`src/rtl/core/frlv_pkg.sv`:
```
package frlv_pkg;

  localparam int unsigned LenWidthDef   = 8;
  localparam int unsigned BlockWidthDef = 16;
  localparam int unsigned AddrWidth     = 4;

  // register indexes, taken from paddr[3:2]
  localparam logic [1:0] REG_BLOCK_LIMIT = 2'd0;
  localparam logic [1:0] REG_USER_LIMIT  = 2'd1;
  localparam logic [1:0] REG_PATH_LIMIT  = 2'd2;

  localparam logic [15:0] BlockLimitRst = 16'd124;
  localparam logic [7:0]  UserLimitRst  = 8'd10;
  localparam logic [7:0]  PathLimitRst  = 8'd128;

  localparam logic [7:0] CH_SPACE = 8'h20;
  localparam logic [7:0] CH_TAB   = 8'h09;
  localparam logic [7:0] CH_CR    = 8'h0D;
  localparam logic [7:0] CH_SLASH = 8'h2F;
  localparam logic [7:0] CH_ZERO  = 8'h30;
  localparam logic [7:0] CH_NINE  = 8'h39;
  localparam logic [7:0] CH_LOW_F = 8'h66;
  localparam logic [7:0] CH_LOW_D = 8'h64;

  // common head of every keyword
  localparam logic [23:0] KwPrefix = "FS_";

  localparam logic [3:0] KeyPosMax = 4'd15;

  typedef enum logic [5:0] {
    PH_KEY   = 6'b000001,
    PH_USER  = 6'b000010,
    PH_PATH  = 6'b000100,
    PH_DIGIT = 6'b001000,
    PH_TYPE  = 6'b010000,
    PH_BAD   = 6'b100000
  } phase_e;

  typedef enum logic [1:0] {
    KIND_READ   = 2'd0,
    KIND_WRITE  = 2'd1,
    KIND_CREATE = 2'd2,
    KIND_DELETE = 2'd3
  } kind_e;

  typedef enum logic [2:0] {
    TAG_KEYWORD = 3'd0,
    TAG_SPACE   = 3'd1,
    TAG_USER    = 3'd2,
    TAG_PATH    = 3'd3,
    TAG_DIGIT   = 3'd4,
    TAG_TYPE    = 3'd5,
    TAG_ERROR   = 3'd6
  } tag_e;

  typedef enum logic [2:0] {
    ERR_NONE       = 3'd0,
    ERR_MALFORMED  = 3'd1,
    ERR_TYPE_TOKEN = 3'd2,
    ERR_LEAD_ZERO  = 3'd3,
    ERR_BLOCK      = 3'd4,
    ERR_USER_LEN   = 3'd5,
    ERR_PATH_LEN   = 3'd6,
    ERR_PATH_FORM  = 3'd7
  } err_e;

  typedef struct packed {
    logic [15:0] block_limit;
    logic [7:0]  user_len_limit;
    logic [7:0]  path_len_limit;
  } cfg_t;

  typedef struct packed {
    logic [7:0]  char_out;
    tag_e        field_tag;
    logic        done_res;
    logic        accepted;
    kind_e       request_kind;
    logic [15:0] block_index;
    logic        node_kind;
    err_e        error_code;
  } res_t;

  function automatic logic [3:0] kw_len(input logic [1:0] k);
    logic [3:0] len;
    case (k)
      KIND_READ:   len = 4'd12;
      KIND_WRITE:  len = 4'd13;
      KIND_CREATE: len = 4'd9;
      KIND_DELETE: len = 4'd9;
      default:     len = 4'd0;
    endcase
    return len;
  endfunction

  // Keyword byte at pos; strings are right-justified in the vector
  function automatic logic [7:0] kw_char(input logic [1:0] k, input logic [3:0] pos);
    logic [103:0] text;
    logic [3:0]   len;
    logic [6:0]   sh;
    len = kw_len(k);
    case (k)
      KIND_READ:   text = 104'({KwPrefix, "READBLOCK"});
      KIND_WRITE:  text = 104'({KwPrefix, "WRITEBLOCK"});
      KIND_CREATE: text = 104'({KwPrefix, "CREATE"});
      KIND_DELETE: text = 104'({KwPrefix, "DELETE"});
      default:     text = '0;
    endcase
    sh = {len - 4'd1 - pos, 3'b000};
    if (pos < len) return text[sh +: 8];
    return 8'h00;
  endfunction

  function automatic logic is_ws(input logic [7:0] c);
    return (c == CH_SPACE) || (c >= CH_TAB && c <= CH_CR);
  endfunction

  function automatic kind_e kind_of(input logic [3:0] m);
    kind_e kd;
    if (m[0])      kd = KIND_READ;
    else if (m[1]) kd = KIND_WRITE;
    else if (m[2]) kd = KIND_CREATE;
    else           kd = KIND_DELETE;
    return kd;
  endfunction

endpackage

```
`src/rtl/core/frlv_stream_if.sv`:
```
interface frlv_req_if;
  logic       valid;
  logic       ready;
  logic [7:0] char_in;
  logic       is_last;

  modport source (output valid, output char_in, output is_last, input ready);
  modport sink   (input valid, input char_in, input is_last, output ready);
endinterface

interface frlv_res_if;
  logic        valid;
  logic        ready;
  logic [7:0]  char_out;
  logic [2:0]  field_tag;
  logic        done_res;
  logic        accepted;
  logic [1:0]  request_kind;
  logic [15:0] block_index;
  logic        node_kind;
  logic [2:0]  error_code;

  modport source (output valid, output char_out, output field_tag, output done_res,
                  output accepted, output request_kind, output block_index,
                  output node_kind, output error_code, input ready);
  modport sink   (input valid, input char_out, input field_tag, input done_res,
                  input accepted, input request_kind, input block_index,
                  input node_kind, input error_code, output ready);
endinterface

```
`src/rtl/core/fs_request_line_validator_unit.sv`:
```
// File-server request line validator.
// req_i (sink) takes one message byte per beat with is_last marking the final
// byte; res_o (source) returns one result beat per byte: the echoed byte, a
// field tag and, on the last byte, the verdict (accepted, request kind, block,
// node kind, error code). Beats move on valid && ready.
// Latency: the result of a byte is presented the cycle after it is taken,
// straight from the result register. Throughput: one byte per cycle while
// the receiver keeps taking results; the parse state is updated in one pass
// per byte, so there is no gap between messages either.
// If the receiver stalls, the result register holds its beat and req_i.ready
// drops until that beat is taken; no byte is lost or repeated.
// The APB port sets block_limit (0x0), user_len_limit (0x4) and path_len_limit
// (0x8); write only while no message is in flight. pready is tied high.
// Reset (rst_ni low, asynchronous) puts the parser at the start of a message,
// empties the result register and loads the limits with 124, 10 and 128.
module fs_request_line_validator_unit #(
  parameter int unsigned LEN_WIDTH   = frlv_pkg::LenWidthDef,
  parameter int unsigned BLOCK_WIDTH = frlv_pkg::BlockWidthDef
) (
  input  logic                           clk_i,
  input  logic                           rst_ni,
  frlv_req_if.sink                       req_i,
  frlv_res_if.source                     res_o,
  input  logic                           psel,
  input  logic                           penable,
  input  logic                           pwrite,
  input  logic [frlv_pkg::AddrWidth-1:0] paddr,
  input  logic [31:0]                    pwdata,
  output logic [31:0]                    prdata,
  output logic                           pready
);

  frlv_pkg::cfg_t cfg_q;
  frlv_pkg::res_t res_d, res_q;
  logic           out_valid_q;
  logic           step;
  logic           cfg_wr;

  assign pready = 1'b1;
  assign cfg_wr = psel && penable && pwrite;

  always_ff @(posedge clk_i or negedge rst_ni) begin
    if (!rst_ni) begin
      cfg_q.block_limit    <= frlv_pkg::BlockLimitRst;
      cfg_q.user_len_limit <= frlv_pkg::UserLimitRst;
      cfg_q.path_len_limit <= frlv_pkg::PathLimitRst;
    end else if (cfg_wr) begin
      case (paddr[3:2])
        frlv_pkg::REG_BLOCK_LIMIT: cfg_q.block_limit    <= pwdata[15:0];
        frlv_pkg::REG_USER_LIMIT:  cfg_q.user_len_limit <= pwdata[7:0];
        frlv_pkg::REG_PATH_LIMIT:  cfg_q.path_len_limit <= pwdata[7:0];
        default: ;
      endcase
    end
  end

  always_comb begin
    case (paddr[3:2])
      frlv_pkg::REG_BLOCK_LIMIT: prdata = 32'(cfg_q.block_limit);
      frlv_pkg::REG_USER_LIMIT:  prdata = 32'(cfg_q.user_len_limit);
      frlv_pkg::REG_PATH_LIMIT:  prdata = 32'(cfg_q.path_len_limit);
      default:                   prdata = '0;
    endcase
  end

  assign req_i.ready = !out_valid_q || res_o.ready;
  assign step        = req_i.valid && req_i.ready;

  frlv_parser #(
    .LEN_WIDTH   (LEN_WIDTH),
    .BLOCK_WIDTH (BLOCK_WIDTH)
  ) u_parser (
    .clk_i  (clk_i),
    .rst_ni (rst_ni),
    .step_i (step),
    .char_i (req_i.char_in),
    .last_i (req_i.is_last),
    .cfg_i  (cfg_q),
    .res_o  (res_d)
  );

  always_ff @(posedge clk_i or negedge rst_ni) begin
    if (!rst_ni) begin
      out_valid_q <= 1'b0;
    end else if (step) begin
      out_valid_q <= 1'b1;
    end else if (res_o.ready) begin
      out_valid_q <= 1'b0;
    end
  end

  always_ff @(posedge clk_i) begin
    if (step) res_q <= res_d;
  end

  assign res_o.valid        = out_valid_q;
  assign res_o.char_out     = res_q.char_out;
  assign res_o.field_tag    = res_q.field_tag;
  assign res_o.done_res     = res_q.done_res;
  assign res_o.accepted     = res_q.accepted;
  assign res_o.request_kind = res_q.request_kind;
  assign res_o.block_index  = res_q.block_index;
  assign res_o.node_kind    = res_q.node_kind;
  assign res_o.error_code   = res_q.error_code;

endmodule

```
`src/rtl/core/frlv_parser.sv`:
```
module frlv_parser #(
  parameter int unsigned LEN_WIDTH   = frlv_pkg::LenWidthDef,
  parameter int unsigned BLOCK_WIDTH = frlv_pkg::BlockWidthDef
) (
  input  logic            clk_i,
  input  logic            rst_ni,
  input  logic            step_i,
  input  logic [7:0]      char_i,
  input  logic            last_i,
  input  frlv_pkg::cfg_t  cfg_i,
  output frlv_pkg::res_t  res_o
);

  localparam int unsigned CntW   = LEN_WIDTH + 1;
  localparam int unsigned CmpW   = (CntW > 8) ? CntW : 8;
  localparam int unsigned ProdW  = BLOCK_WIDTH + 4;
  localparam int unsigned WideW  = (BLOCK_WIDTH > 16) ? BLOCK_WIDTH : 16;
  localparam logic [CntW-1:0]        LenCap   = CntW'(1) << LEN_WIDTH;
  localparam logic [BLOCK_WIDTH-1:0] BlockMax = '1;

  frlv_pkg::phase_e       phase_q, phase_d;
  logic [3:0]             pos_q, pos_d;
  logic [3:0]             kc_q, kc_d;
  logic [CntW-1:0]        tok_q, tok_d;
  logic [BLOCK_WIDTH-1:0] acc_q, acc_d;
  logic                   fdz_q, fdz_d;
  logic [1:0]             tc_q, tc_d;
  logic                   node_q, node_d;
  logic                   pfs_q, pfs_d;
  logic [7:0]             prev_q, prev_d;
  logic [CntW-1:0]        user_q, user_d;
  logic [CntW-1:0]        plen_q, plen_d;

  logic                   bad;
  logic [3:0]             sel, nm;
  logic [ProdW-1:0]       prod;
  logic [CntW-1:0]        tok_inc;
  logic                   complete;
  logic [CntW-1:0]        plen_chk;
  frlv_pkg::kind_e        kd, kd_path;
  frlv_pkg::err_e         err;
  frlv_pkg::tag_e         tag;
  logic [WideW-1:0]       acc_w;
  logic                   rw;

  assign tok_inc = (tok_q < LenCap) ? tok_q + CntW'(1) : tok_q;
  assign prod    = (ProdW'(acc_q) << 3) + (ProdW'(acc_q) << 1)
                 + ProdW'(char_i - frlv_pkg::CH_ZERO);
  assign kd_path = frlv_pkg::kind_of(kc_q);

  always_comb begin
    phase_d = phase_q;
    pos_d   = pos_q;
    kc_d    = kc_q;
    tok_d   = tok_q;
    acc_d   = acc_q;
    fdz_d   = fdz_q;
    tc_d    = tc_q;
    node_d  = node_q;
    pfs_d   = pfs_q;
    prev_d  = prev_q;
    user_d  = user_q;
    plen_d  = plen_q;
    bad     = 1'b0;
    tag     = frlv_pkg::TAG_ERROR;
    sel     = '0;
    nm      = '0;
    case (phase_q)
      frlv_pkg::PH_KEY: begin
        if (char_i == frlv_pkg::CH_SPACE) begin
          for (int k = 0; k < 4; k++) begin
            if (kc_q[k] && frlv_pkg::kw_len(2'(k)) == pos_q) begin
              sel    = '0;
              sel[k] = 1'b1;
            end
          end
          if (sel != '0) begin
            kc_d    = sel;
            phase_d = frlv_pkg::PH_USER;
            tok_d   = '0;
            tag     = frlv_pkg::TAG_SPACE;
          end else begin
            bad = 1'b1;
          end
        end else begin
          for (int k = 0; k < 4; k++) begin
            nm[k] = kc_q[k] && (pos_q < frlv_pkg::kw_len(2'(k)))
                    && (frlv_pkg::kw_char(2'(k), pos_q) == char_i);
          end
          kc_d = nm;
          if (pos_q < frlv_pkg::KeyPosMax) pos_d = pos_q + 4'd1;
          tag = frlv_pkg::TAG_KEYWORD;
          if (nm == '0) bad = 1'b1;
        end
      end
      frlv_pkg::PH_USER: begin
        if (char_i == frlv_pkg::CH_SPACE) begin
          if (tok_q == '0) begin
            bad = 1'b1;
          end else begin
            user_d  = tok_q;
            tok_d   = '0;
            phase_d = frlv_pkg::PH_PATH;
            tag     = frlv_pkg::TAG_SPACE;
          end
        end else if (frlv_pkg::is_ws(char_i)) begin
          bad = 1'b1;
        end else begin
          tok_d = tok_inc;
          tag   = frlv_pkg::TAG_USER;
        end
      end
      frlv_pkg::PH_PATH: begin
        if (char_i == frlv_pkg::CH_SPACE) begin
          if (tok_q == '0 || kd_path == frlv_pkg::KIND_DELETE) begin
            bad = 1'b1;
          end else begin
            plen_d  = tok_q;
            tok_d   = '0;
            phase_d = (kd_path == frlv_pkg::KIND_CREATE) ? frlv_pkg::PH_TYPE
                                                         : frlv_pkg::PH_DIGIT;
            tag     = frlv_pkg::TAG_SPACE;
          end
        end else if (frlv_pkg::is_ws(char_i)) begin
          bad = 1'b1;
        end else begin
          if (tok_q == '0) pfs_d = (char_i == frlv_pkg::CH_SLASH);
          prev_d = char_i;
          tok_d  = tok_inc;
          tag    = frlv_pkg::TAG_PATH;
        end
      end
      frlv_pkg::PH_DIGIT: begin
        if (char_i >= frlv_pkg::CH_ZERO && char_i <= frlv_pkg::CH_NINE) begin
          if (tok_q == '0) fdz_d = (char_i == frlv_pkg::CH_ZERO);
          acc_d = (prod[ProdW-1:BLOCK_WIDTH] != '0) ? BlockMax : prod[BLOCK_WIDTH-1:0];
          tok_d = tok_inc;
          tag   = frlv_pkg::TAG_DIGIT;
        end else begin
          bad = 1'b1;
        end
      end
      frlv_pkg::PH_TYPE: begin
        if (char_i == frlv_pkg::CH_LOW_F || char_i == frlv_pkg::CH_LOW_D) begin
          node_d = (char_i == frlv_pkg::CH_LOW_D);
          if (tc_q < 2'd2) tc_d = tc_q + 2'd1;
          tag = frlv_pkg::TAG_TYPE;
        end else begin
          bad = 1'b1;
        end
      end
      default: bad = 1'b1;
    endcase
    if (bad) phase_d = frlv_pkg::PH_BAD;
    if (phase_d == frlv_pkg::PH_BAD) tag = frlv_pkg::TAG_ERROR;

    // verdict, from the state as this beat leaves it
    kd       = frlv_pkg::kind_of(kc_d);
    rw       = (kd == frlv_pkg::KIND_READ) || (kd == frlv_pkg::KIND_WRITE);
    acc_w    = WideW'(acc_d);
    complete = 1'b0;
    plen_chk = plen_d;
    if (phase_d == frlv_pkg::PH_PATH && kd == frlv_pkg::KIND_DELETE && tok_d != '0) begin
      complete = 1'b1;
      plen_chk = tok_d;
    end else if (phase_d == frlv_pkg::PH_DIGIT && tok_d != '0) begin
      complete = 1'b1;
    end else if (phase_d == frlv_pkg::PH_TYPE && tc_d != 2'd0) begin
      complete = 1'b1;
    end

    if (!complete)
      err = frlv_pkg::ERR_MALFORMED;
    else if (kd == frlv_pkg::KIND_CREATE && tc_d > 2'd1)
      err = frlv_pkg::ERR_TYPE_TOKEN;
    else if (rw && fdz_d && tok_d > CntW'(1))
      err = frlv_pkg::ERR_LEAD_ZERO;
    else if (rw && acc_w >= WideW'(cfg_i.block_limit))
      err = frlv_pkg::ERR_BLOCK;
    else if (user_d == '0 || CmpW'(user_d) > CmpW'(cfg_i.user_len_limit))
      err = frlv_pkg::ERR_USER_LEN;
    else if (CmpW'(plen_chk) > CmpW'(cfg_i.path_len_limit))
      err = frlv_pkg::ERR_PATH_LEN;
    else if (!pfs_d || prev_d == frlv_pkg::CH_SLASH)
      err = frlv_pkg::ERR_PATH_FORM;
    else
      err = frlv_pkg::ERR_NONE;

    res_o              = '0;
    res_o.char_out     = char_i;
    res_o.field_tag    = tag;
    res_o.request_kind = frlv_pkg::KIND_READ;
    res_o.error_code   = frlv_pkg::ERR_NONE;
    if (last_i) begin
      res_o.done_res   = 1'b1;
      res_o.accepted   = (err == frlv_pkg::ERR_NONE);
      res_o.error_code = err;
      if (err == frlv_pkg::ERR_MALFORMED) begin
        res_o.field_tag = frlv_pkg::TAG_ERROR;
      end else begin
        res_o.request_kind = kd;
        if (rw) res_o.block_index = (acc_w > WideW'(16'hFFFF)) ? 16'hFFFF : acc_w[15:0];
        if (kd == frlv_pkg::KIND_CREATE) res_o.node_kind = node_d;
      end
      // message ends: back to the idle parse state
      phase_d = frlv_pkg::PH_KEY;
      pos_d   = '0;
      kc_d    = 4'hF;
      tok_d   = '0;
      acc_d   = '0;
      fdz_d   = 1'b0;
      tc_d    = '0;
      node_d  = 1'b0;
      pfs_d   = 1'b0;
      prev_d  = '0;
      user_d  = '0;
      plen_d  = '0;
    end
  end

  always_ff @(posedge clk_i or negedge rst_ni) begin
    if (!rst_ni) begin
      phase_q <= frlv_pkg::PH_KEY;
      pos_q   <= '0;
      kc_q    <= 4'hF;
      tok_q   <= '0;
      acc_q   <= '0;
      fdz_q   <= 1'b0;
      tc_q    <= '0;
      node_q  <= 1'b0;
      pfs_q   <= 1'b0;
      prev_q  <= '0;
      user_q  <= '0;
      plen_q  <= '0;
    end else if (step_i) begin
      phase_q <= phase_d;
      pos_q   <= pos_d;
      kc_q    <= kc_d;
      tok_q   <= tok_d;
      acc_q   <= acc_d;
      fdz_q   <= fdz_d;
      tc_q    <= tc_d;
      node_q  <= node_d;
      pfs_q   <= pfs_d;
      prev_q  <= prev_d;
      user_q  <= user_d;
      plen_q  <= plen_d;
    end
  end

endmodule
```
`src/flat_wrapper.sv`:
```
// flat-port wrapper written by rule: the top's interface ports become plain ports
module fs_request_line_validator_unit_flat 
#(
  parameter int unsigned LEN_WIDTH   = frlv_pkg::LenWidthDef,
  parameter int unsigned BLOCK_WIDTH = frlv_pkg::BlockWidthDef
)
  (clk_i, rst_ni, psel, penable, pwrite, paddr, pwdata, prdata, pready, req_i_valid, req_i_char_in, req_i_is_last, req_i_ready, res_o_valid, res_o_char_out, res_o_field_tag, res_o_done_res, res_o_accepted, res_o_request_kind, res_o_block_index, res_o_node_kind, res_o_error_code, res_o_ready);
  frlv_req_if req_i_i ();
  frlv_res_if res_o_i ();
  input  logic clk_i;
  input  logic rst_ni;
  input  logic psel;
  input  logic penable;
  input  logic pwrite;
  input  logic [frlv_pkg::AddrWidth-1:0] paddr;
  input  logic [31:0] pwdata;
  output logic [31:0] prdata;
  output logic pready;
  input wire logic [$bits(req_i_i.valid)-1:0] req_i_valid;
  input wire logic [$bits(req_i_i.char_in)-1:0] req_i_char_in;
  input wire logic [$bits(req_i_i.is_last)-1:0] req_i_is_last;
  output wire logic [$bits(req_i_i.ready)-1:0] req_i_ready;
  output wire logic [$bits(res_o_i.valid)-1:0] res_o_valid;
  output wire logic [$bits(res_o_i.char_out)-1:0] res_o_char_out;
  output wire logic [$bits(res_o_i.field_tag)-1:0] res_o_field_tag;
  output wire logic [$bits(res_o_i.done_res)-1:0] res_o_done_res;
  output wire logic [$bits(res_o_i.accepted)-1:0] res_o_accepted;
  output wire logic [$bits(res_o_i.request_kind)-1:0] res_o_request_kind;
  output wire logic [$bits(res_o_i.block_index)-1:0] res_o_block_index;
  output wire logic [$bits(res_o_i.node_kind)-1:0] res_o_node_kind;
  output wire logic [$bits(res_o_i.error_code)-1:0] res_o_error_code;
  input wire logic [$bits(res_o_i.ready)-1:0] res_o_ready;
  assign req_i_i.valid = req_i_valid;
  assign req_i_i.char_in = req_i_char_in;
  assign req_i_i.is_last = req_i_is_last;
  assign req_i_ready = req_i_i.ready;
  assign res_o_valid = res_o_i.valid;
  assign res_o_char_out = res_o_i.char_out;
  assign res_o_field_tag = res_o_i.field_tag;
  assign res_o_done_res = res_o_i.done_res;
  assign res_o_accepted = res_o_i.accepted;
  assign res_o_request_kind = res_o_i.request_kind;
  assign res_o_block_index = res_o_i.block_index;
  assign res_o_node_kind = res_o_i.node_kind;
  assign res_o_error_code = res_o_i.error_code;
  assign res_o_i.ready = res_o_ready;
  fs_request_line_validator_unit #(.LEN_WIDTH(LEN_WIDTH), .BLOCK_WIDTH(BLOCK_WIDTH)) u_core (.clk_i(clk_i), .rst_ni(rst_ni), .req_i(req_i_i), .res_o(res_o_i), .psel(psel), .penable(penable), .pwrite(pwrite), .paddr(paddr), .pwdata(pwdata), .prdata(prdata), .pready(pready));
endmodule
```
`config.mk`:
```
export PLATFORM = sky130hd
export DESIGN_NAME = fs_request_line_validator_unit_flat
export DESIGN_NICKNAME = d
export VERILOG_FILES = /design/src/rtl/core/frlv_pkg.sv /design/src/rtl/core/frlv_stream_if.sv /design/src/rtl/core/fs_request_line_validator_unit.sv /design/src/rtl/core/frlv_parser.sv /design/src/flat_wrapper.sv
export SDC_FILE = /design/constraint.sdc
export NUM_CORES = 1
export LEC_CHECK = 0
export BUFFER_PORTS_ARGS = -buffer_cell sky130_fd_sc_hd__buf_2
export CORE_UTILIZATION = 38
export DETAILED_ROUTE_END_ITERATION = 8
export SYNTH_ARGS = -nofsm -noshare
export SYNTH_HDL_FRONTEND = slang
export SYNTH_HIERARCHICAL = 1
export SYNTH_SLANG_ARGS = --single-unit
```
`constraint.sdc`:
```
create_clock -name clk_i -period 13.1 [get_ports clk_i]
set_clock_uncertainty 0.15 [all_clocks]
set_input_delay 3.93 -clock clk_i [delete_from_list [all_inputs] [get_ports clk_i]]
set_output_delay 3.93 -clock clk_i [all_outputs]
set_load 0.02 [all_outputs]
```
==> key figures <==
STA
  • RSZ-0062 raised after global routing: no
  • Worst Hold Margin: 0.343 ns
  • Number of setup violations in the final report: 0
  • Fmax: about 100 MHz
  • Period minus WS final: roughly 9.9 ns
  • Setup TNS: 0 ns
  • Final period utilization: 0.758
  • Final Hold Fails: 0
  • Worst-margin pin slew: around 1.2 ns
  • Max-slew violation count: 0
  • Rel. slew slack: 0.213

Routing
  • DR WL/cell: slightly below 20 um
  • Final WL: roughly 31,000 um
  • DR vias: 9,538
  • Post-DRT Antenna Nets: 0
  • DR iter-0 viols: slightly below 1,000
  • First-pass DRT Iterations: 5
  • Vias/cell: about 6
  • DRC viols: 0

Min path
  • Hold WC Path Type: reg -> reg

GRT
  • Initial antenna violation count: 0
  • Met3 GRT Util: 0.0359
  • Grt ovf: 0
  • Total GRT Usage: 0.217
  • Vias in the first global route: between 8,000 and 9,000
  • Met1 GRT Util: 0.303
  • Largest net degree at the start of global routing: 70
  • GR Util met2: 0.339
  • GR peak layer: met2
  • First-pass GRT wire length: approximately 50,000 um

Place
  • Port Buffers: 86
  • Dpl hpwl: roughly 22,000 um
  • Placed cells: between 1,500 and 2,000
  • Final Wtd Congestion: ~0.9

Logic synthesis
  • Top-area cell type share of the netlist area: 0.205
  • Area contributors post-synth: dfrtp_1, edfxtp_1, ha_1
  • Cell count after synthesis: between 1,000 and 1,500
  • Synth Cell Area: between 10,000 and 15,000 um^2
  • Post-synth EDFFs: 35
  • Synth cell types: 98
  • Most used DFF post-synth: dfrtp_1
  • YS warnings: 6
  • Mean area per synthesized cell: 9.27 um^2
  • #FFs+latches synth: between 100 and 150
  • Post-synth ARST share: 0.746
  • Seq/Total Area, Yosys: 0.332
  • Largest area contributor in the netlist: dfrtp_1

Critical path
  • Crit path max fanout: 15
  • Crit. End Element: flip-flop
  • Crit path DAT: between 9 and 10 ns
  • Crit path kind: in -> reg
  • Worst setup SP type: input pin
  • Worst EP required: between 10 and 15 ns

Floorplan
  • Die height: roughly 170 um
  • Boundary Pins: approximately 120
  • DIE AREA: between 20,000 and 30,000 um^2
  • Core ar.: roughly 28,000 um^2
  • Starting Density: 0.391
  • Die width: 172 um
  • Site Rows: 61

Clock network
  • Clock Latency Late Sink: 0.43 ns
  • CTS HTree Levels: 4
  • Quantity of hold-fixing buffers added after cts: 0
  • CTS Buf Count: 17
  • Max Root-Sink Buffers: 2
  • Clock root cell: clkbuf_16
  • Clk sinks: between 100 and 150
  • Post CTS Setup Buffer Count: 0
  • Clock Pin Slew Worst Setup and Hold Paths: 0.07 ns
  • CTS tree: yes
  • Post-CTS Resized: 0

Run
  • MaxCap Viol Count: 0

Power
  • Worst IR Drop VDD: between 0.09 and 0.1 mV
  • LEAKAGE: about 0.0052 uW
  • Power Density: between 100 and 150 nW/um^2
  • Total Power: between 1500 and 2000 uW

Layout
  • Commonest non-fill, non-tap cell in the layout: nor2_1
  • Filler Cells Inserted: around 2,800
  • Fin cells: about 1,600
  • Area growth from synthesis to layout: 10.3%
  • Most frequent cells in the layout: nor2_1, dfrtp_1, buf_2
  • N_diodes: 0
  • Layout Nets: around 1,400
  • Layout cell share with drive strength beyond 1: 0.183

Outcome
  • Run status: finished clean
==> area by class of cell <==
| cell class | count | area [um^2] | area share |
|---|---|---|---|
| clock inverter | 14 | 109 | 0.00898 |
| multi-input combinational | 894 | 6630 | 0.547 |
| timing repair buffer | 98 | 523 | 0.0432 |
| tap | 378 | 473 | 0.0390 |
| clock buffer | 18 | 450 | 0.0372 |
| inverter | 76 | 285 | 0.0235 |
| sequential | 138 | 3640 | 0.301 |
==> worst max-delay path, stage by stage <==
cell and delay (ns):
buf_2 0.18, inv_2 0.27, ha_1 0.21, nor3b_1 0.47, nand2_1 0.46, o21ai_0 0.39, nand2_1 0.13, o31a_1 0.32
nor4bb_1 0.39, nand4_1 0.26, and3b_1 0.47, mux2i_1 0.33, ha_1 0.29, nor2b_1 0.14, o21a_1 0.16, o21a_1 0.17
o21a_1 0.17, o21a_1 0.16, o21ai_0 0.18, a211o_1 0.20, nand2_1 0.07, or3_1 0.34, o2111a_1 0.26
==> cells by family (layout without fill, tap and decap cells) <==
group | after synthesis | after routing | share of synthesized area
DFF | 138 | 138 | 0.332
xor gates and xnor gates | 33 | 33 | 0.0263
muxes | 61 | 61 | 0.0607
adders and majority gates | 87 | 87 | 0.109
AOI/OAI and AO/OA | 327 | 327 | 0.213
and+or+nand+nor | 369 | 369 | 0.188
buffers and inverters | 169 | 206 | 0.0701
other | 2 | 17 | 0.000683
==> cell usage after synthesis (16+ instances only) <==
cell type and instances:
nor2_1 100, dfrtp_1 90, ha_1 72, inv_1 72
a21oi_1 64, nand2_1 60, clkbuf_1 51, o21ai_0 48
mux2_2 45, edfxtp_1 35, nand3_1 32, o2bb2ai_1 29
buf_4 28, a22oi_1 24, xnor2_1 23, nor3_1 21
nand2b_1 18, and2_1 17, mux2i_1 16
==> where the power goes <==
| group | internal [uW] | total (uW) | switching [uW] |
|---|---|---|---|
| clock network | 257 | 470 | 213 |
| registers | 488 | 550 | 61.6 |
| logic | 204 | 523 | 319 |
==> routing by layer <==
layer	up-vias	part of all wire
met5	-	0
met4	0	0.021
met3	47	0.051
met2	345	0.47
met1	4706	0.46
li1	4440	-
==> path summary, 6_finish.rpt <==
kind                                           start                    endpoint  slack [ns]  cells after the start
max                                 req_i_char_in[4]  u_core/res_o.error_code[2]        3.18                     23
min                        u_core/u_parser/user_q[1]   u_core/u_parser/user_q[1]        0.34                      1
max reg2reg                 u_core/u_parser/pos_q[0]  u_core/res_o.error_code[2]        5.62                     24
min reg2reg                u_core/u_parser/user_q[1]   u_core/u_parser/user_q[1]        0.34                      1
max in group asynchronous                     rst_ni             u_core/cfg_q[0]        8.12                      2
min in group asynchronous                     rst_ni   u_core/u_parser/prev_q[7]        3.31                      1
==> registers in the layout (all words and copies together) (netlist names) <==
signal,flops
u_core/u_parser/user_q,9
u_core/u_parser/kc_q,4
u_core/res_o.error_code,3
u_core/u_parser/pfs_q,1
u_core/res_o.node_kind,1
u_core/u_parser/acc_q,16
u_core/u_parser/fdz_q,1
u_core/u_parser/prev_q,8
u_core/res_o.done_res,1
u_core/res_o.block_index,16
u_core/res_o.request_kind,2
u_core/res_o.valid,1
u_core/u_parser/plen_q,9
u_core/cfg_q,32
u_core/res_o.field_tag,3
u_core/u_parser/tok_q,9
u_core/u_parser/node_q,1
u_core/u_parser/pos_q,4
u_core/u_parser/phase_q,6
u_core/res_o.char_out,8
u_core/u_parser/tc_q,2
u_core/res_o.accepted,1
==> stage by stage <==
step,area [um^2],util,setup slack [ns]
after floorplan,11000,-,3.37
final,12100,0.431,3.18
after CTS,12100,0.431,3.30
after global routing,12100,0.431,2.77
after global placement,11600,0.412,2.95
after detailed placement,11600,0.412,2.88
No activity file was read; power rests on OpenSTA's default activity.
